## config.mk

```make
export PLATFORM = sky130hd
export DESIGN_NAME = rwc_sums
export DESIGN_NICKNAME = d
export VERILOG_FILES = /design/src/hw/rtl/rwc_pkg.sv /design/src/hw/rtl/rwc_sums.sv
export SDC_FILE = /design/constraint.sdc
export NUM_CORES = 1
export LEC_CHECK = 0
export BUFFER_PORTS_ARGS = -buffer_cell sky130_fd_sc_hd__buf_2
export CELL_PAD_IN_SITES_DETAIL_PLACEMENT = 0
export CELL_PAD_IN_SITES_GLOBAL_PLACEMENT = 1
export CORE_MARGIN = 4
export CORE_UTILIZATION = 47
export DETAILED_ROUTE_END_ITERATION = 8
export PLACE_DENSITY_LB_ADDON = 0.1
export SLEW_MARGIN = 10
export SYNTH_ARGS = -nofsm -noshare
export SYNTH_HDL_FRONTEND = slang
export SYNTH_SLANG_ARGS = --single-unit
```

## constraint.sdc

```tcl
create_clock -name clk_i -period 12.4 [get_ports clk_i]
set_input_delay 2.48 -clock clk_i [delete_from_list [all_inputs] [get_ports clk_i]]
set_output_delay 2.48 -clock clk_i [all_outputs]
set_load 0.02 [all_outputs]
```

## src/hw/rtl/rwc_pkg.sv

```systemverilog
// ----------------------------------------------------------------------------
// rwc_pkg: shared types and constants of the rolling window checksum
// Command and status codes, result beat layout, per-item control flags.
// ----------------------------------------------------------------------------
package rwc_pkg;

  localparam int unsigned SUM_W   = 16;
  localparam int unsigned BYTE_W  = 8;
  localparam int unsigned CKSUM_W = 32;
  localparam int unsigned FILL_W  = 13;
  localparam int unsigned CMD_W   = 2;
  localparam int unsigned STAT_W  = 2;
  // product of occupancy and a byte, split into three byte chunks for reduction
  localparam int unsigned PROD_W  = 24;

  typedef enum logic [CMD_W-1:0] {
    CMD_CLEAR = 2'd0,
    CMD_PUSH  = 2'd1,
    CMD_POP   = 2'd2
  } cmd_e;

  typedef enum logic [STAT_W-1:0] {
    ST_OK    = 2'd0,
    ST_EMPTY = 2'd1,
    ST_FULL  = 2'd2
  } status_e;

  typedef struct packed {
    logic clr;
    logic push;
    logic pop;
  } ops_t;

  typedef struct packed {
    logic [CKSUM_W-1:0] checksum;
    logic [FILL_W-1:0]  fill_count;
    logic [BYTE_W-1:0]  removed_byte;
    status_e            status;
  } result_t;

endpackage

```

## src/hw/rtl/rwc_sums.sv

```systemverilog
// ----------------------------------------------------------------------------
// rwc_sums: running sums a and b modulo MODULUS
// Push: a += byte, b += new a. Pop: a -= byte, b -= occupancy*byte.
// The product is reduced with three constant tables of chunk residues.
// ----------------------------------------------------------------------------
module rwc_sums import rwc_pkg::*; #(
  parameter int unsigned WINDOW_DEPTH = 4096,
  parameter int unsigned MODULUS      = 65536,
  localparam int unsigned OCC_W = $clog2(WINDOW_DEPTH + 1)
) (
  input  logic              clk_i,
  input  logic              rst_ni,
  input  ops_t              ops_i,
  input  logic [BYTE_W-1:0] data_byte_i,
  input  logic [BYTE_W-1:0] head_byte_i,
  input  logic [OCC_W-1:0]  occ_i,
  output logic [SUM_W-1:0]  sum_a_d_o,
  output logic [SUM_W-1:0]  sum_b_d_o
);

  localparam logic [SUM_W:0]   M17 = (SUM_W + 1)'(MODULUS);
  localparam logic [SUM_W+1:0] M18 = (SUM_W + 2)'(MODULUS);
  localparam logic [SUM_W+1:0] M2x = (SUM_W + 2)'(2 * MODULUS);

  logic [SUM_W-1:0] sum_a_q, sum_a_d, sum_b_q, sum_b_d;
  logic [SUM_W-1:0] tab0 [256];
  logic [SUM_W-1:0] tab1 [256];
  logic [SUM_W-1:0] tab2 [256];

  // residues of g, g*2^8 and g*2^16
  for (genvar g = 0; g < 256; g++) begin : g_tab
    localparam int unsigned R0 = g % MODULUS;
    localparam int unsigned R1 = (g * 256) % MODULUS;
    localparam int unsigned R2 = (g * 65536) % MODULUS;
    assign tab0[g] = SUM_W'(R0);
    assign tab1[g] = SUM_W'(R1);
    assign tab2[g] = SUM_W'(R2);
  end

  logic [SUM_W-1:0]   data_m, head_m, red_m;
  logic [SUM_W:0]     a_sum, a_push, b_sum, b_push, a_pop, b_pop;
  logic [OCC_W+7:0]   prod;
  logic [PROD_W-1:0]  prod_x;
  logic [SUM_W+1:0]   red;

  assign data_m = tab0[data_byte_i];
  assign head_m = tab0[head_byte_i];

  assign a_sum  = {1'b0, sum_a_q} + {1'b0, data_m};
  assign a_push = (a_sum >= M17) ? a_sum - M17 : a_sum;
  assign b_sum  = {1'b0, sum_b_q} + {1'b0, a_push[SUM_W-1:0]};
  assign b_push = (b_sum >= M17) ? b_sum - M17 : b_sum;

  assign a_pop = (sum_a_q >= head_m) ? {1'b0, sum_a_q} - {1'b0, head_m}
                                     : {1'b0, sum_a_q} + M17 - {1'b0, head_m};

  assign prod   = occ_i * head_byte_i;
  assign prod_x = PROD_W'(prod);
  assign red    = (SUM_W + 2)'(tab0[prod_x[7:0]]) + (SUM_W + 2)'(tab1[prod_x[15:8]])
                + (SUM_W + 2)'(tab2[prod_x[23:16]]);

  // red < 3*M, so at most two subtractions of M
  always_comb begin
    if (red >= M2x) begin
      red_m = SUM_W'(red - M2x);
    end else if (red >= M18) begin
      red_m = SUM_W'(red - M18);
    end else begin
      red_m = SUM_W'(red);
    end
  end

  assign b_pop = (sum_b_q >= red_m) ? {1'b0, sum_b_q} - {1'b0, red_m}
                                    : {1'b0, sum_b_q} + M17 - {1'b0, red_m};

  always_comb begin
    sum_a_d = sum_a_q;
    sum_b_d = sum_b_q;
    if (ops_i.clr) begin
      sum_a_d = '0;
      sum_b_d = '0;
    end else if (ops_i.push) begin
      sum_a_d = a_push[SUM_W-1:0];
      sum_b_d = b_push[SUM_W-1:0];
    end else if (ops_i.pop) begin
      sum_a_d = a_pop[SUM_W-1:0];
      sum_b_d = b_pop[SUM_W-1:0];
    end
  end

  always_ff @(posedge clk_i or negedge rst_ni) begin
    if (!rst_ni) begin
      sum_a_q <= '0;
      sum_b_q <= '0;
    end else begin
      sum_a_q <= sum_a_d;
      sum_b_q <= sum_b_d;
    end
  end

  assign sum_a_d_o = sum_a_d;
  assign sum_b_d_o = sum_b_d;

endmodule

```

; ---- Word level (Yosys, flattened, before mapping)
; Memories as Yosys holds them, arrays and structs flattened.
; Cells that the tools add are included.
[word_totals]
register_bits = 32
rom_bits = 20480
inputBits = 34
output_inout_bits = 32
wordCells = 60
n_memories = 5
[op_classes]
n_addsub = 14
mul = 1
order_cmp = 11
mux = 22
bitwise = 5
[mem_list]
columns = name, depth, width, read_ports, rd_clocked_by_memory_dff, wr, line_no
row1 = (no name shown), 256, 16, 1, 0, 0, rwc_sums.sv:60  ; + (SUM_W + 2)'(tab2[prod_x[23:16]]);
row2 = (no name shown), 256, 16, 1, 0, 0, rwc_sums.sv:59  ; assign red = (SUM_W + 2)'(tab0[prod_x[7:0]]) + (SUM_W + 2)'(tab1[prod_x[15:8]])
row3 = (no name shown), 256, 16, 1, 0, 0, rwc_sums.sv:59
row4 = (no name shown), 256, 16, 1, 0, 0, rwc_sums.sv:47  ; assign head_m = tab0[head_byte_i];
row5 = (no name shown), 256, 16, 1, 0, 0, rwc_sums.sv:46  ; assign data_m = tab0[data_byte_i];
[op_table]
columns = operator, n
row1 = $mux W16, 22
row2 = $sub A16 B1 Y16 const B, 4
row3 = $sub A16 B16 Y16, 4
row4 = $add A16 B16 Y17, 3
row5 = $ge A9 B9 Y1 const B, 5
row6 = $not A8 Y9, 4
row7 = $ge A17 B17 Y1 const B, 2
row8 = $add A16 B1 Y16 const B, 2
row9 = $ge A16 B16 Y1, 2
row10 = $mul A13 B8 Y21, 1
row11 = $add A17 B16 Y18, 1
row12 = $ge A18 B17 Y1 const B, 1
row13 = $ge A18 B18 Y1 const B, 1
row14 = $not A5 Y9, 1

; ---- Longest topological paths before layout
[logic_depth]
ltp_word = 15
depth_mapped = 26
mapped_depth_nobuf = 25

; ---- Worst setup path after synthesis
; No wires, ideal clock.
[synth_timing]
kind = input-to-output
startpoint = input head_byte_i[6]
endpoint = output sum_b_d_o[15]
arrival_ns = 7.853
required_time_ns = 9.920
setup_slack_ns = 2.067
cell_stages = 23
n_path_buf = 1
path_cell_list = clkbuf_1 -> nand2_1 -> fa_1 -> fa_1 -> inv_1 -> fa_1 -> inv_1 -> fa_1 -> inv_1 -> ha_1 -> inv_1 -> o21ai_0 -> a21oi_1 -> o21ba_2 -> o21bai_1 -> xnor2_1 -> ha_1 -> a21o_1 -> a211oi_1 -> a211oi_1 -> a211oi_2 -> mux2_1 -> a211oi_2
[synth_via]
elab_chain_len = 15
word_cells_on_any_way = 28
cone_classes = 6 x add/sub / 1 x mul / 3 x order compare / 12 x mux / 3 x bitwise / 3 x memory
[synth_lines]
columns = element, line_no
row1 = "start, declared", rwc_sums.sv:15  ; input logic [BYTE_W-1:0] head_byte_i,
row2 = $mul A13 B8 Y21 *, rwc_sums.sv:57  ; assign prod = occ_i * head_byte_i;
row3 = $not A8 Y9 (not written as such), rwc_sums.sv:59
row4 = $mem_v2 Z256 W16, n/a
row5 = $mux W16 (not written as such) (2 in series), rwc_sums.sv:59
row6 = $add A16 B16 Y17, rwc_sums.sv:59
row7 = $add A17 B16 Y18 *, rwc_sums.sv:60
row8 = $sub A16 B1 Y16 or $ge A18 B17 Y1 (tied branches), "rwc_sums.sv:65, rwc_sums.sv:67, rwc_sums.sv:66"
row9 = $mux W16, rwc_sums.sv:66  ; end else if (red >= M18) begin
row10 = $mux W16 *, rwc_sums.sv:64  ; if (red >= M2x) begin
row11 = "$sub A16 B16 Y16, or another cell as far along", rwc_sums.sv:74  ; : {1'b0, sum_b_q} + M17 - {1'b0, red_m};
row12 = $mux W16 *, rwc_sums.sv:73  ; assign b_pop = (sum_b_q >= red_m) ? {1'b0, sum_b_q} - {1'b0, red_m}
row13 = $mux W16 *, rwc_sums.sv:85  ; end else if (ops_i.pop) begin
row14 = $mux W16 *, rwc_sums.sv:82  ; end else if (ops_i.push) begin
row15 = $mux W16 *, rwc_sums.sv:79  ; if (ops_i.clr) begin
row16 = "end, declared", rwc_sums.sv:18  ; output logic [SUM_W-1:0] sum_b_d_o
; Every way passes the cells marked *; elsewhere a longest branch is shown, timed or not. The select of a mux whose other input is x is not followed.

; ---- Final worst setup path
[layout_timing]
startpoint = input head_byte_i[4]
endpoint = output sum_b_d_o[15]
; The elaborated chain is that of the path after synthesis.

==> reports/qor.yml <==
outcome:
  status: "finished, final reports clean"
flow_run:
  maxCapViolCount: 0
grt:
  grt_pass1_wl_um: 26800
  antenna_found_initial: 0
  track_usage: 0.207
  grt_max_degree: 37
  grt_pass1_vias: 5402
  overflow: 0
cells_and_area:
  syn_to_final_growth_pct: 8.96
  drive_above_1_share: 0.107
  finish.utilization: 0.525
  num_antenna_cells: 0
  multi_input_area_um2: 5130
  register_area_um2: 801
  nFillCells: 1343
  final_nets: 988
yosys:
  synth_seq_area_share: 0.124
  synth_top_area_frac: 0.193
  ys_types: 63
  syn-num-nets: 940
  synth_edf_count: 0
  synth_seq_cells: 32
  syn_area_um2: 6440
  ys.flop_type: "dfrtp_1"
  syn_area_per_cell_um2: 8.34
  synth_warnings: 0
  postSynthCellCount: 772
  synth_area_leaders: "fa_1 (19%), ha_1 (14%), dfrtp_1 (12%), and2_1 (7.7%), inv_1 (6.2%)"
  synth_top_cell_by_area: "fa_1"
  synthArstFlopShare: 1.00
power_and_ir_drop:
  power_leakage_nw: 3.48
  comb_power_share: 0.817
  power_frac_clock: 0.078
  internal-power_mw: 0.781
  swShare: 0.515
  power_density_nw_per_um2: 230
  switchingPower_mw: 0.830
  pwr-share-seq: 0.106
  peakVddDrop_mv: 0.118
routing:
  wl_um: 16000
  drc: 0
  ant_nets: 0
  route.detailed.wl_per_inst_um: 16.0
  vias_per_cell: 5.42
  drt_iter0_drc: 305
  dr.pass1.iters: 4
  dr_total_vias: 5406
timing:
  fmax_mhz: 93.9
  worst_pin_slew_ns: 0.770
  rsz0062_at_grt: "no"
  setup_tns_ns: 0
  worst_clock_skew_ns: 0.00711
  final_hold_viol_count: 0
  relSlewSlack: 0.487
  period_needed_ns: 10.65
  drv_slew: 0
  setup_viol: 0
  period_share: 0.859
cts:
  cts_resized: 0
  clk_pin_slew_worst_paths_ns: 0.06
  cts_tree: "built"
  cts_sinks: 32
  root_buffer: "clkbuf_16"
  holdBufCountCts: 0
  clk_path_buf_depth: 2
  insertion_delay_ns: 0.28
  post_cts_buffers: 0
  ctsHtreeMaxLevel: 2
  cts_buffers: 5
floorplan:
  die_w_um: 125
  die_area_um2: 15600
  coreArea_um2: 13300
  start_util: 0.482
  io_pins: 66
  die_h_um: 125
  rows: 42
worst_setup_path:
  cp_slowest_stage_delay_ns: 0.54
  crit_chain: "buf_2 -> and2_1 -> fa_1 -> fa_1 -> inv_1 -> fa_1 -> fa_1 -> inv_1 -> ha_1 -> a21oi_1 -> o21ai_0 -> a21oi_1 -> o21ba_2 -> o21bai_1 -> xnor2_1 -> ha_1 -> a21o_1 -> a211oi_1 -> a211oi_1 -> a211oi_2 -> mux2_1 -> a211oi_2 -> buf_2"
  crit_arrival_ns: 8.17
  cp-end-kind: "output port"
  crit_path_max_fanout: 13
  crit_path_frequent_cell: "fa_1"
  critPathRequiredTime_ns: 9.92
  crit_type: "in -> out"
  critPathSlowestCell: "fa_1"
  startpoint_type: "primary input"
placement:
  port_buffers: 65
  place.gp.congestion: 0.859
  dp_hpwl_um: 13300
min_path:
  worst_hold_path_type: "reg -> reg"
cell type report:
class                           instances  area share
Clock buffer                            5      0.0178
Clock inverter                          3     0.00268
Inverter                              106      0.0567
Multi-Input combinational cell        610       0.731
Sequential cell                        32       0.114
Tap cell                              176      0.0314
Timing Repair Buffer                   65      0.0464
sequential cells by signal, summed over array words and instances, names as in the netlist:
name	flops
sum_b_q	16
sum_a_q	16
power groups by stage:
stage	registers (mW)	logic [mW]	clock network, mW
global route	0.174	1.50	0.134
finish	0.170	1.32	0.125
global placement	0.172	1.30	0
CTS	0.170	1.33	0.128
detailed placement	0.171	1.32	0
floorplan	0.155	1.06	0
cells in the mapped netlist, drive strengths merged, types with 13 or more instances:
| library cell | count |
|---|---|
| a21oi | 54 |
| xnor2 | 43 |
| dfrtp | 32 |
| o21ai | 28 |
| clkbuf | 18 |
| nand2b | 13 |
| a211oi | 20 |
| nor2 | 52 |
| xor2 | 21 |
| nand2 | 46 |
| fa | 62 |
| inv | 106 |
| nor3 | 15 |
| ha | 72 |
| and2 | 80 |
routing by layer:
metal | up-vias | routed length (um) | GRT usage
li1 | 2664 | - | -
met1 | 2631 | 7560 | 0.300
met2 | 103 | 7600 | 0.338
met3 | 8 | 703 | 0.0290
met4 | 0 | 109 | 0.0268
met5 | - | 0 | 0
per-stage QoR:
stage | total power, mW | instances | cell area [um2] | hold slack (ns) | setup slack (ns)
after global placement | 1.47 | 989 | 6870 | 0.600 | 1.73
after CTS | 1.63 | 997 | 7010 | 0.614 | 1.70
final | 1.61 | 997 | 7010 | 0.611 | 1.75
after global routing | 1.80 | 997 | 7010 | 0.624 | 1.32
after detailed placement | 1.50 | 989 | 6870 | 0.599 | 1.72
after floorplan | 1.21 | 772 | 6440 | 0.637 | 2.07
layout by cell type, fill, tap and decap left out, types with 5 or more instances in the layout:
| cell type | synthesis | final |
|---|---|---|
| inv_1 | 106 | 106 |
| and2_1 | 79 | 79 |
| ha_1 | 72 | 72 |
| buf_2 | 3 | 65 |
| fa_1 | 62 | 62 |
| a21oi_1 | 53 | 53 |
| nor2_1 | 52 | 52 |
| nand2_1 | 46 | 46 |
| xnor2_1 | 43 | 43 |
| dfrtp_1 | 32 | 32 |
| o21ai_0 | 22 | 22 |
| xor2_1 | 21 | 21 |
| a211oi_1 | 17 | 17 |
| nor3_1 | 14 | 14 |
| nand2b_1 | 13 | 13 |
| nand3_1 | 10 | 10 |
| a21o_1 | 10 | 10 |
| nor2b_1 | 8 | 8 |
| o21a_1 | 8 | 8 |
| o21bai_1 | 8 | 8 |
| o31ai_1 | 5 | 5 |
| o21ai_1 | 5 | 5 |
| clkbuf_16 | 0 | 5 |
worst max-delay path: cells and delay by family:
family          cells  cell delay, ns
compound gates     10            1.92
mux                 1            0.35
xor+xnor            1            0.13
fa+ha+maj           6            2.64
simple gates        1            0.18
buf+inv             4            0.48
kinds of logic (layout without fill, tap and decap cells):
logic type	after synthesis	in the layout	share of synthesized area
and+or+nand+nor	241	241	0.193
AOI/OAI and AO/OA	165	165	0.173
adders and majority gates	134	134	0.333
buffers and inverters	130	179	0.0793
xor gates and xnor gates	64	64	0.0871
DFF	32	32	0.124
muxes	6	6	0.00972
final timing paths:
path | start | end | slack [ns] | cells after the start
setup / recovery | head_byte_i[4] | sum_b_d_o[15] | 1.75 | 23
setup reg to reg | sum_a_q[0] | sum_b_q[15] | 8.16 | 17
hold reg to reg | sum_a_q[13] | sum_a_q[13] | 0.61 | 2
min in group asynchronous | rst_ni | sum_a_q[11] | 2.27 | 1
hold / removal | sum_a_q[13] | sum_a_q[13] | 0.61 | 2
max in group asynchronous | rst_ni | sum_b_q[2] | 9.63 | 1
Power figures use the tool's default switching activity.
