File: src/hw/rtl/rwc_pkg.sv
// ----------------------------------------------------------------------------
// rwc_pkg: shared types and constants of the rolling window checksum
// Command and status codes, result beat layout, per-item control flags.
// ----------------------------------------------------------------------------
package rwc_pkg;

  localparam int unsigned SUM_W   = 16;
  localparam int unsigned BYTE_W  = 8;
  localparam int unsigned CKSUM_W = 32;
  localparam int unsigned FILL_W  = 13;
  localparam int unsigned CMD_W   = 2;
  localparam int unsigned STAT_W  = 2;
  // product of occupancy and a byte, split into three byte chunks for reduction
  localparam int unsigned PROD_W  = 24;

  typedef enum logic [CMD_W-1:0] {
    CMD_CLEAR = 2'd0,
    CMD_PUSH  = 2'd1,
    CMD_POP   = 2'd2
  } cmd_e;

  typedef enum logic [STAT_W-1:0] {
    ST_OK    = 2'd0,
    ST_EMPTY = 2'd1,
    ST_FULL  = 2'd2
  } status_e;

  typedef struct packed {
    logic clr;
    logic push;
    logic pop;
  } ops_t;

  typedef struct packed {
    logic [CKSUM_W-1:0] checksum;
    logic [FILL_W-1:0]  fill_count;
    logic [BYTE_W-1:0]  removed_byte;
    status_e            status;
  } result_t;

endpackage

File: src/hw/rtl/rwc_outq.sv
// ----------------------------------------------------------------------------
// rwc_outq: result register with skid entry
// Holds one beat for the receiver and catches one more while it stalls;
// the upstream stall comes straight from a flop.
// ----------------------------------------------------------------------------
module rwc_outq import rwc_pkg::*; (
  input  logic    clk_i,
  input  logic    rst_ni,
  input  logic    in_valid_i,
  input  result_t in_data_i,
  output logic    in_stall_o,
  output logic    out_valid_o,
  input  logic    out_stall_i,
  output result_t out_data_o
);

  logic    main_vld_q, main_vld_d, skid_vld_q, skid_vld_d;
  result_t main_q, main_d, skid_q, skid_d;
  logic    main_load;

  assign main_load = !main_vld_q || !out_stall_i;

  always_comb begin
    main_vld_d = main_vld_q;
    main_d     = main_q;
    skid_vld_d = skid_vld_q;
    skid_d     = skid_q;
    if (main_load) begin
      if (skid_vld_q) begin
        main_vld_d = 1'b1;
        main_d     = skid_q;
        skid_vld_d = 1'b0;
      end else begin
        main_vld_d = in_valid_i;
        main_d     = in_data_i;
      end
    end else if (in_valid_i) begin
      skid_vld_d = 1'b1;
      skid_d     = in_data_i;
    end
  end

  always_ff @(posedge clk_i or negedge rst_ni) begin
    if (!rst_ni) begin
      main_vld_q <= 1'b0;
      skid_vld_q <= 1'b0;
    end else begin
      main_vld_q <= main_vld_d;
      skid_vld_q <= skid_vld_d;
    end
  end

  always_ff @(posedge clk_i) begin
    main_q <= main_d;
    skid_q <= skid_d;
  end

  assign in_stall_o  = skid_vld_q;
  assign out_valid_o = main_vld_q;
  assign out_data_o  = main_q;

endmodule

File: config.mk
export PLATFORM = sky130hd
export DESIGN_NAME = rwc_outq
export DESIGN_NICKNAME = d
export VERILOG_FILES = /design/src/hw/rtl/rwc_pkg.sv /design/src/hw/rtl/rwc_outq.sv
export SDC_FILE = /design/constraint.sdc
export NUM_CORES = 1
export LEC_CHECK = 0
export BUFFER_PORTS_ARGS = -buffer_cell sky130_fd_sc_hd__buf_2
export CAP_MARGIN = 10
export CORE_ASPECT_RATIO = 0.75
export CORE_MARGIN = 3
export CORE_UTILIZATION = 25
export DETAILED_ROUTE_END_ITERATION = 6
export PLACE_DENSITY = 0.54
export SYNTH_ARGS = -nofsm -noshare
export SYNTH_HDL_FRONTEND = slang
export SYNTH_SLANG_ARGS = --single-unit
File: constraint.sdc
create_clock -name clk_i -period 5.1 [get_ports clk_i]
set_input_delay 0.51 -clock clk_i [delete_from_list [all_inputs] [get_ports clk_i]]
set_output_delay 0.51 -clock clk_i [all_outputs]
set_load 0.01 [all_outputs]
# Word-level counts from Yosys, hierarchy flattened
# Index checks and enable logic that the tools add are counted.
# classes
n_mux,4
n_eq_ne,0
shifts,0
n_reduce_logical,5
addsub,0
bitwise_logic,1
div,0
mul,0
order_cmp,0
# ops
op,n
$mux W55,1
$mux W1,3
$logic_not A1 Y1,2
$reduce_and A2 Y1,1
$reduce_bool A2 Y1,1
$logic_or A1 B1 Y1,1
$not A1 Y1,1
# totals
output_inout_bits,57
reg_bits,112
latch_bits,0
elab_cells,20
n_memories,0
mem_bits_ro,0
in_bits,59
mem_bits_rw,0

# Logic depth before layout (Yosys ltp)
# Gate-level depths: netlist of the first run.
# depth
depth_word,4
ltp_mapped,3
depth_no_buf,1

# Least setup slack after synthesis of the first run
# No wires, ideal clock.
# synth_path
path_type,input port to flip-flop
start,in in_valid_i
end,reg skid_q[0] (netlist name) (enable)
setup_time_ps,419
path_buffers,0
t_required_ps,4681
arrival_ps,1866
stages,1
setup_slack_ps,2815
path_cell_list,and3_1
# synth_via
elab_chain_cells,1
# synth_rtl
element,line_no,text
"start, declared",rwc_outq.sv:9,"input logic in_valid_i,"
$reduce_and A2 Y1 (no source line),--,
"end signal, assigned",rwc_outq.sv:55,skid_q <= skid_d;
"end, declared",rwc_outq.sv:18,"result_t main_q, main_d, skid_q, skid_d;"
# No other way between the ends.
# A chain may end at the register's enable or synchronous reset.

# Final worst setup path of the first run
# layout_path
start,"reg skid_vld_q, in the netlist in_stall_o"
end,out in_stall_o
# layout_rtl
element,line_no,text
"start, declared",rwc_outq.sv:17,"logic main_vld_q, main_vld_d, skid_vld_q, skid_vld_d;"
"start signal, assigned",rwc_outq.sv:49,skid_vld_q <= skid_vld_d;
"end, declared",rwc_outq.sv:11,"output logic in_stall_o,"
# No word-level cell between the ends.

==> results of run 1 <==
sequential cells by signal, indices dropped and copies added (netlist names):
| name | cells |
|---|---|
| in_stall_o | 1 |
| out_valid_o | 1 |
| out_data_o | 55 |
| skid_q | 55 |
cell families after synthesis:
| family | share of synthesized area |
|---|---|
| AND/OR/NAND/NOR | 0.00241 |
| flip-flops | 0.806 |
| multiplexers | 0.174 |
| AO/OA/AOI/OAI | 0.00451 |
| buffers and inverters | 0.0132 |
per-stage QoR:
step	hold WS (ns)	area [sq um]	power, W	util
global placement	0.296	4970	0.00132	0.307
CTS	0.324	5240	0.00198	0.324
floorplan	0.214	4160	0.00124	-
finish	0.347	5240	0.00194	0.324
global route	0.316	5240	0.00204	0.324
detailed placement	0.301	4970	0.00133	0.307
routing by layer:
metal  share of wire  global-route usage  vias up
li1                -                   -      954
met2            0.47               0.129       77
met3           0.097              0.0474        7
met5               0                   0        -
met4           0.015              0.0314        0
met1            0.42               0.101     1016
Yosys cell counts:
cell,n
a211o_1,1
and3_1,1
buf_2,2
buf_6,4
dfrtp_1,2
edfxtp_1,110
mux2_2,27
mux2_4,28
nand2_1,1
o211a_1,1
cell type report:
class	count	area (sq um)
sequential	112	3360
fill	1592	10900
multi-input combinational	59	757
timing repair buffer	118	601
clock inverter	5	33.8
clock buffer	11	233
tap	210	263
what timing repair did:
item	4_1_cts	5_1_grt
gates resized for setup	0	0
hold buffers	1	0
endpoints found under the hold margin	2	0
report_power, final:
part	internal, W	switching, W
Combinational	0.0000962	0.0000842
Sequential	0.00109	0.0000321
Clock	0.000331	0.000307
Total	0.00152	0.000423
worst max-delay path by stage:
stage / from / to / slack, ns / cells after the start
2_1_floorplan: in_valid_i / skid_q[0] / 2.82 / 1
3_3_place_gp: in_stall_o / in_stall_o / 3.25 / 1
3_5_place_dp: in_stall_o / in_stall_o / 3.24 / 1
4_1_cts: in_stall_o / in_stall_o / 2.85 / 1
5_1_grt: in_stall_o / in_stall_o / 2.79 / 1
6_report: in_stall_o / in_stall_o / 2.92 / 1
==> results by group, run 1 <==
Detailed routing
  • Starting DRT DRC Count: 128
  • DR vias/cell: 3.99
  • Via count: 2,054
  • Routed len/inst: 14.6 um
  • DRC: 0
  • WL final: 7540 um
  • ANT nets after route: 0
  • DRT Pass-1 Iters: 4

Setup path
  • Worst path top cell family by delay: flip-flops
  • Crit Path Category: register to output port
  • Max Fanout on Critical Path: 58
  • FF-to-FF End: out_data_o[13]
  • Worst setup EP type: output port
  • Crit path cell chain: buf_2
  • Reg-to-reg critical path startpoint: in_stall_o
  • FF-to-FF path depth: 1
  • Req. time, crit path: 4.59 ns
  • Reg2Reg Setup Slack: 3.36 ns
  • CP peak stage delay: 1.05 ns
  • Critical path data arrival time: 1.67 ns
  • CP startpoint kind: register
  • Worst path slowest cell: dfrtp_4
  • CP bufs+invs: 1

Placement
  • Routability congestion estimate: 0.688
  • Final HPWL DP: 4770 um
  • Placed Cells incl. Taps: 498
  • IO buf count: 115
  • Worst slack, placed: 3.24 ns

STA
  • Count of final setup violators: 0
  • Tmin final: 2.18 ns
  • Final Hold Viols: 0
  • Max Clk Rate: 458 MHz
  • Period utilization: 0.428
  • RSZ-0062 raised after global routing: false
  • Max-Slew Margin vs Limit: 0.375
  • Clk_skew: 0.00888 ns
  • Max-slew violations: 0
  • Slew @ Worst Pin: 0.937 ns
  • Setup TNS Final: 0 ns
  • Setup ws final: 2.92 ns

Clock network
  • Clk sinks: 112
  • Clock root buffer: clkbuf_16
  • Cts bufs inserted: 9
  • Worst skew pair latency: 0.35 ns
  • Clock Tree Buf Depth: 2
  • Worst-path clk slew: 0.07 ns
  • CTS tree: done
  • CTS H-tree depth: 3
  • Post CTS Setup Buffer Count: 0

Die
  • DIE AREA: 18,200 sq um
  • Starting Density: 0.257
  • Die Span X: 155 um
  • Core area: 16,200 sq um
  • Die Span Y: 118 um
  • Row Count: 40
  • I/O pin total: 116

Layout
  • Share of layout cells above drive strength 1: 0.620
  • Layout Cells excl Fill: 515
  • Commonest non-fill, non-tap cell in the layout: buf_2
  • Most frequent cells in the layout: buf_2 (115), edfxtp_1 (110), mux2_4 (28)
  • N_diodes: 0
  • P&R area growth vs syn: 26.0%
  • Final net count: 359

Synth
  • Yosys top cell by area: edfxtp_1
  • Sequential area share after synthesis: 0.806
  • Share of the synthesized area in the top cell type: 0.794
  • Post-synth cell types: 10
  • Synth Register Bits: 112
  • Syn_nets: 236
  • Top cells by area, synth: edfxtp_1 (79%), mux2_4 (10%), mux2_2 (7.3%)
  • Post-synthesis instance total: 177
  • Cell area after synthesis: 4160 sq um
  • Warnings, synthesis: 0
  • Post-Syn Area per Cell: 23.5 sq um

Global route
  • Number of antenna violations at the first check in global routing: 0
  • Largest net degree at the start of global routing: 59
  • GRT overflow: 0
  • Number of global-route vias before repair: 2,107
  • First-pass GRT wire length: 11,800 um
  • All-Layer GR Usage: 0.0853

Power and ir drop
  • Pwr dens: 370 nW/um^2
  • Peak VDD IR: 0.142 mV
  • Leak: 2.00 nW

Hold path
  • Hold path endpoint: skid_q[54]
  • Hold Path Cell Cnt: 1
  • Hold Crit Class: primary input to register
  • HP Start: in_data_i[54]

Status
  • Status: finished clean

Flow run
  • Max-Cap Viols: 0
(Power assumes the default switching activity.)
==> run 2: changes to the inputs <==
--- a/config.mk
+++ b/config.mk
@@ -11,7 +11,7 @@
 export CORE_MARGIN = 3
 export CORE_UTILIZATION = 25
 export DETAILED_ROUTE_END_ITERATION = 6
-export PLACE_DENSITY = 0.54
+export PLACE_DENSITY = 0.56
 export SYNTH_ARGS = -nofsm -noshare
 export SYNTH_HDL_FRONTEND = slang
 export SYNTH_SLANG_ARGS = --single-unit
==> constraint.sdc (replaced) <==
create_clock -name clk_i -period 1.8 [get_ports clk_i]
set_input_delay 0.18 -clock clk_i [delete_from_list [all_inputs] [get_ports clk_i]]
set_output_delay 0.18 -clock clk_i [all_outputs]
set_load 0.01 [all_outputs]
==> run 2 against run 1 <==
Against the previous run: setup slack worse by 2.6 ns; sequential share of layout area is 1.1 points lower; final cell count up 0.39%; register-to-register slack got worse by 3.0 ns; design area grew 1.7%; power rose to 2.9 times the previous value; critical path type is now register to register; largest cell class unchanged.
==> results by group, run 2 (synthesized netlist as in run 1, its figures left out) <==
Detailed routing
  • ANT nets after route: 0 (unchanged)
  • DR vias/cell: 4.06 (was 3.99)
  • DRC: 0 (unchanged)
  • Routed len/inst: 15.7 um (was 14.6 um)
  • Met2 WL: 3570 um (was 3510 um)
  • Metal3 WL: 711 um (was 731 um)
  • WL final: 8130 um (was 7540 um)
  • Via count: 2,097 (was 2,054)
  • Starting DRT DRC Count: 71 (was 128)
  • Max layer used: met4 (unchanged)
  • DRT Pass-1 Iters: 4 (unchanged)
  • Met1 WL: 3760 um (was 3190 um)

Global route
  • Largest net degree at the start of global routing: 44 (was 59)
  • GRT overflow: 0 (unchanged)
  • First-pass GRT wire length: 12,700 um (was 11,800 um)
  • Number of global-route vias before repair: 2,284 (was 2,107)
  • Number of antenna violations at the first check in global routing: 0 (unchanged)
  • All-Layer GR Usage: 0.0919 (was 0.0853)

Clock network
  • Worst skew pair latency: 0.34 ns (was 0.35 ns)
  • # resized after CTS: 0 (unchanged)
  • Clock Tree Buf Depth: 2 (unchanged)
  • Post CTS Setup Buffer Count: 0 (unchanged)
  • Worst-path clk slew: 0.07 ns (about the same)
  • Cts bufs inserted: 9 (unchanged)
  • CTS H-tree depth: 3 (unchanged)
  • CTS tree: done (unchanged)
  • Clock root buffer: clkbuf_16 (unchanged)
  • Clk sinks: 112 (unchanged)
  • Hold-fix buffers, CTS: 1 (unchanged)

Setup path
  • CP startpoint kind: register (unchanged)
  • Crit path cell chain: buf_12 -> mux2_2 (was buf_2)
  • Crit Path Category: register to register (was register to output port)
  • CP bufs+invs: 1 (unchanged)
  • Req. time, crit path: 1.89 ns (was 4.59 ns)
  • FF-to-FF path depth: 2 (was 1)
  • Critical path data arrival time: 1.55 ns (was 1.67 ns)
  • Worst path top cell family by delay: flip-flops (unchanged)
  • Critical path depth: 2 (was 1)
  • Worst setup EP type: register (was output port)
  • Worst path slowest cell: dfrtp_4 (unchanged)
  • CP peak stage delay: 0.61 ns (was 1.05 ns)
  • Max Fanout on Critical Path: 23 (was 58)

Layout
  • Share of layout cells above drive strength 1: 0.619 (was 0.620)
  • N_diodes: 0 (unchanged)
  • Commonest non-fill, non-tap cell in the layout: buf_2 (unchanged)
  • Most frequent cells in the layout: buf_2 (115), edfxtp_1 (110), mux2_4 (28) (unchanged)
  • P&R area growth vs syn: 28.1% (was 26.0%)
  • Final Util: 0.330 (was 0.324)
  • Final net count: 363 (was 359)

Placement
  • Routability congestion estimate: 0.699 (was 0.688)
  • IO buf count: 115 (unchanged)
  • Final HPWL DP: 5680 um (was 4770 um)

STA
  • Max-Slew Margin vs Limit: 0.799 (was 0.375)
  • Count of final setup violators: 0 (unchanged)
  • Period utilization: 0.814
  • Clk_skew: 0.00444 ns (was 0.00888 ns)
  • Slew @ Worst Pin: 0.302 ns (was 0.937 ns)
  • RSZ-0062 raised after global routing: false (unchanged)
  • Max Clk Rate: 683 MHz
  • Tmin final: 1.46 ns
  • Final Hold Viols: 0 (unchanged)
  • Max-slew violations: 0 (unchanged)
  • Setup TNS Final: 0 ns (unchanged)

Hold path
  • Hold Crit Class: primary input to register (unchanged)
  • Hold Path Cell Cnt: 1 (unchanged)

Die
  • Die Span X: 155 um (unchanged)
  • Starting Density: 0.257 (unchanged)
  • Core area: 16,200 sq um (unchanged)
  • DIE AREA: 18,200 sq um (unchanged)
  • Row Count: 40 (unchanged)
  • Die Span Y: 118 um (unchanged)
  • I/O pin total: 116 (unchanged)

Power and ir drop
  • Peak VDD IR: 0.431 mV (was 0.142 mV)
  • Pwr dens: 1050 nW/um^2 (was 370 nW/um^2)
  • Leak: 2.05 nW (was 2.00 nW)

Status
  • Status: finished clean (unchanged)

Flow run
  • Max-Cap Viols: 0 (unchanged)
## run 2: path summary, 6_finish.rpt
kind | startpoint | slack (ns) | to
max | in_stall_o | 0.34 | out_data_o[11]
min | in_data_i[47] | 0.03 | skid_q[47]
max reg2reg | in_stall_o | 0.34 | out_data_o[11]
min reg2reg | skid_q[38] | 0.55 | out_data_o[38]
max in group asynchronous | rst_ni | 1.51 | in_stall_o
min in group asynchronous | rst_ni | 0.16 | out_valid_o
## run 2: per-stage QoR
| step | power, W | std cells | hold slack [ns] | setup slack, ns | instance area (sq um) |
|---|---|---|---|---|---|
| floorplan | 0.00351 | 177 | -0.116 | 0.158 | 4170 |
| global placement | 0.00379 | 502 | -0.0229 | 0.341 | 5050 |
| detailed placement | 0.00380 | 502 | -0.0207 | 0.315 | 5050 |
| CTS | 0.00572 | 517 | 0.00344 | 0.307 | 5330 |
| global route | 0.00589 | 517 | 0.00626 | 0.276 | 5330 |
| finish | 0.00561 | 517 | 0.0258 | 0.336 | 5330 |
## run 2: power by group
group / switching, W / internal, W
registers: 0.0000624 / 0.00309
clock network: 0.000828 / 0.00105
logic: 0.000286 / 0.000294
## run 2: final cells by class
| class | count | area, sq um |
|---|---|---|
| repair buffers | 122 | 681 |
| well taps | 210 | 263 |
| clock inverters | 5 | 50.0 |
| fillers | 1579 | 10800 |
| flip-flops and latches | 112 | 3360 |
| multi-input cells | 59 | 757 |
| clock buffers | 9 | 225 |
## run 2: routing by layer
| metal | up-vias | GRT usage |
|---|---|---|
| li1 | 956 | - |
| met3 | 7 | 0.0408 |
| met1 | 1050 | 0.124 |
| met4 | 0 | 0.0265 |
| met5 | - | 0 |
| met2 | 84 | 0.134 |
==> run 3: changes to the inputs <==
--- a/config.mk
+++ b/config.mk
@@ -11,7 +11,7 @@
 export CORE_MARGIN = 3
 export CORE_UTILIZATION = 25
 export DETAILED_ROUTE_END_ITERATION = 6
-export PLACE_DENSITY = 0.56
+export PLACE_DENSITY = 0.54
 export SYNTH_ARGS = -nofsm -noshare
 export SYNTH_HDL_FRONTEND = slang
 export SYNTH_SLANG_ARGS = --single-unit
==> constraint.sdc (replaced) <==
create_clock -name clk_i -period 1.4 [get_ports clk_i]
set_input_delay 0.14 -clock clk_i [delete_from_list [all_inputs] [get_ports clk_i]]
set_output_delay 0.14 -clock clk_i [all_outputs]
set_load 0.01 [all_outputs]
==> run 3 against run 2 <==
Against the previous run: power up 33%; sequential power up 28%; die area did not move; utilization is 3.9 points higher; critical path depth unchanged; via count is 9.9% higher; highest routed layer unchanged; clock power up 34%; design area up 12%; critical endpoint is now in_stall_o; routed wire length increased by 6.7%; register-to-register slack got worse by 0.24 ns; hold slack better by 0.049 ns; largest power group unchanged.
==> results by group, run 3 (synthesized netlist as in run 1, its figures left out) <==
Power and ir drop
  • Sw Pwr: 0.00162 W (was 0.00118 W)
  • Power Total: 0.00746 W (was 0.00561 W)
  • Peak VDD IR: 0.513 mV (was 0.431 mV)
  • Switching fraction of total power: 0.216 (was 0.210)
  • Flop pwr share: 0.541 (was 0.561)
  • Leak: 2.31 nW (was 2.05 nW)
  • Internal power: 0.00585 W (was 0.00443 W)
  • Clock share of power: 0.337 (was 0.335)
  • Pwr dens: 1250 nW/um^2 (was 1050 nW/um^2)
  • Comb pwr share: 0.122 (was 0.103)

Setup path
  • Critical path data arrival time: 1.21 ns (was 1.55 ns)
  • CP startpoint kind: register (unchanged)
  • Crit path cell chain: buf_6 -> buf_2 (was buf_12 -> mux2_2)
  • Worst setup EP type: output port (was register)
  • Worst path top cell family by delay: flip-flops (unchanged)
  • FF-to-FF path depth: 2 (unchanged)
  • Crit Path Category: register to output port (was register to register)
  • Critical path depth: 2 (unchanged)
  • Req. time, crit path: 1.26 ns (was 1.89 ns)
  • CP peak stage delay: 0.53 ns (was 0.61 ns)
  • Worst path slowest cell: dfrtp_4 (unchanged)
  • Max Fanout on Critical Path: 11 (was 23)
  • CP bufs+invs: 2 (was 1)

Layout
  • N_diodes: 0 (unchanged)
  • Final Util: 0.369 (was 0.330)
  • Layout Cells excl Fill: 578 (was 517)
  • Commonest non-fill, non-tap cell in the layout: buf_2 (unchanged)
  • Design Area, Final: 5970 sq um (was 5330 sq um)
  • Most frequent cells in the layout: buf_2 (115), edfxtp_1 (110), dlygate4sd3_1 (57) (was buf_2 (115), edfxtp_1 (110), mux2_4 (28))
  • Fill cells: 1,541 (was 1,579)
  • P&R area growth vs syn: 43.4% (was 28.1%)
  • Final net count: 422 (was 363)
  • Share of layout cells above drive strength 1: 0.530 (was 0.619)

Detailed routing
  • Starting DRT DRC Count: 77 (was 71)
  • DR vias/cell: 3.99 (was 4.06)
  • Routed len/inst: 15.0 um (was 15.7 um)
  • DRC: 0 (unchanged)
  • ANT nets after route: 0 (unchanged)
  • WL final: 8670 um (was 8130 um)
  • Via count: 2,304 (was 2,097)
  • DRT Pass-1 Iters: 3 (was 4)

Placement
  • Final HPWL DP: 5730 um (was 5680 um)
  • IO buf count: 115 (unchanged)
  • Placement Cell Area: 5100 sq um (was 5050 sq um)
  • Placed Cells incl. Taps: 505 (was 502)
  • Worst slack, placed: 0.100 ns (was 0.315 ns)
  • Routability congestion estimate: 0.674 (was 0.699)

STA
  • Max-Slew Margin vs Limit: 0.839 (was 0.799)
  • Max-slew violations: 0 (unchanged)
  • Period utilization: 0.961
  • Setup ws final: 0.0544 ns (was 0.336 ns)
  • Tmin final: 1.35 ns
  • Clk_skew: 0.00558 ns (was 0.00444 ns)
  • Final Hold Viols: 0 (unchanged)
  • Count of final setup violators: 0 (unchanged)
  • Max Clk Rate: 743 MHz
  • RSZ-0062 raised after global routing: false (unchanged)
  • Slew @ Worst Pin: 0.241 ns (was 0.302 ns)

Die
  • I/O pin total: 116 (unchanged)
  • Die Span X: 155 um (unchanged)
  • Starting Density: 0.257 (unchanged)
  • DIE AREA: 18,200 sq um (unchanged)
  • Core area: 16,200 sq um (unchanged)
  • Row Count: 40 (unchanged)
  • Die Span Y: 118 um (unchanged)

Clock network
  • Clock Tree Buf Depth: 2 (unchanged)
  • Clk sinks: 112 (unchanged)
  • Clock root buffer: clkbuf_16 (unchanged)
  • CTS tree: done (unchanged)
  • Worst-path clk slew: 0.07 ns (about the same)
  • Cts bufs inserted: 9 (unchanged)
  • Post CTS Setup Buffer Count: 0 (unchanged)
  • CTS H-tree depth: 3 (unchanged)
  • Worst skew pair latency: 0.35 ns (was 0.34 ns)

Flow run
  • Max-Cap Viols: 0 (unchanged)

Global route
  • All-Layer GR Usage: 0.0996 (was 0.0919)
  • Number of antenna violations at the first check in global routing: 0 (unchanged)
  • First-pass GRT wire length: 14,000 um (was 12,700 um)
  • Number of global-route vias before repair: 2,575 (was 2,284)
  • GRT overflow: 0 (unchanged)
  • Largest net degree at the start of global routing: 39 (was 44)

Hold path
  • Hold Crit Class: primary input to register (unchanged)
  • Hold Path Cell Cnt: 2 (was 1)

Status
  • Status: finished clean (unchanged)
-- run 3: cell type report --
type / instances / area, sq um / share of cell area
timing repair buffer: 181 / 1290 / 0.217
clock buffer: 10 / 229 / 0.0384
clock inverter: 6 / 60.1 / 0.0101
multi-input combinational: 59 / 766 / 0.128
sequential: 112 / 3360 / 0.563
tap: 210 / 263 / 0.0440
-- run 3: what timing repair did --
action	in CTS	in global routing
gates resized for setup	1	0
hold endpoints to repair	58	0
hold buffers	57	0
setup endpoints to repair	1	0
-- run 3: metal layers --
metal / routed length (um) / GRT usage / vias to the layer above
met5: 0 / 0 / -
met4: 125 / 0.0314 / 0
met3: 650 / 0.0419 / 10
met2: 3900 / 0.151 / 79
met1: 4000 / 0.130 / 1136
li1: - / - / 1079
-- run 3: power groups by stage --
| stage | registers (W) | logic (W) | clock network (W) |
|---|---|---|---|
| floorplan | 0.00419 | 0.000327 | 0 |
| global placement | 0.00411 | 0.000787 | 0 |
| detailed placement | 0.00411 | 0.000805 | 0 |
| CTS | 0.00404 | 0.000931 | 0.00263 |
| global route | 0.00406 | 0.000991 | 0.00274 |
| finish | 0.00404 | 0.000907 | 0.00252 |
-- run 3: final timing paths --
kind | slack (ns) | endpoint | from
min in group asynchronous | 0.10 | in_stall_o | rst_ni
max in group asynchronous | 1.18 | in_stall_o | rst_ni
min | 0.07 | in_stall_o | out_stall_i
min reg2reg | 0.55 | out_data_o[26] | skid_q[26]
max reg2reg | 0.10 | out_data_o[6] | in_stall_o
max | 0.05 | in_stall_o | in_stall_o
-- run 3: stage by stage --
| step | TNS, ns | hold slack, ns |
|---|---|---|
| global placement | 0 | -0.0655 |
| finish | 0 | 0.0748 |
| floorplan | -1.28 | -0.156 |
| detailed placement | 0 | -0.0636 |
| global route | 0 | 0.0601 |
| CTS | 0 | 0.0481 |
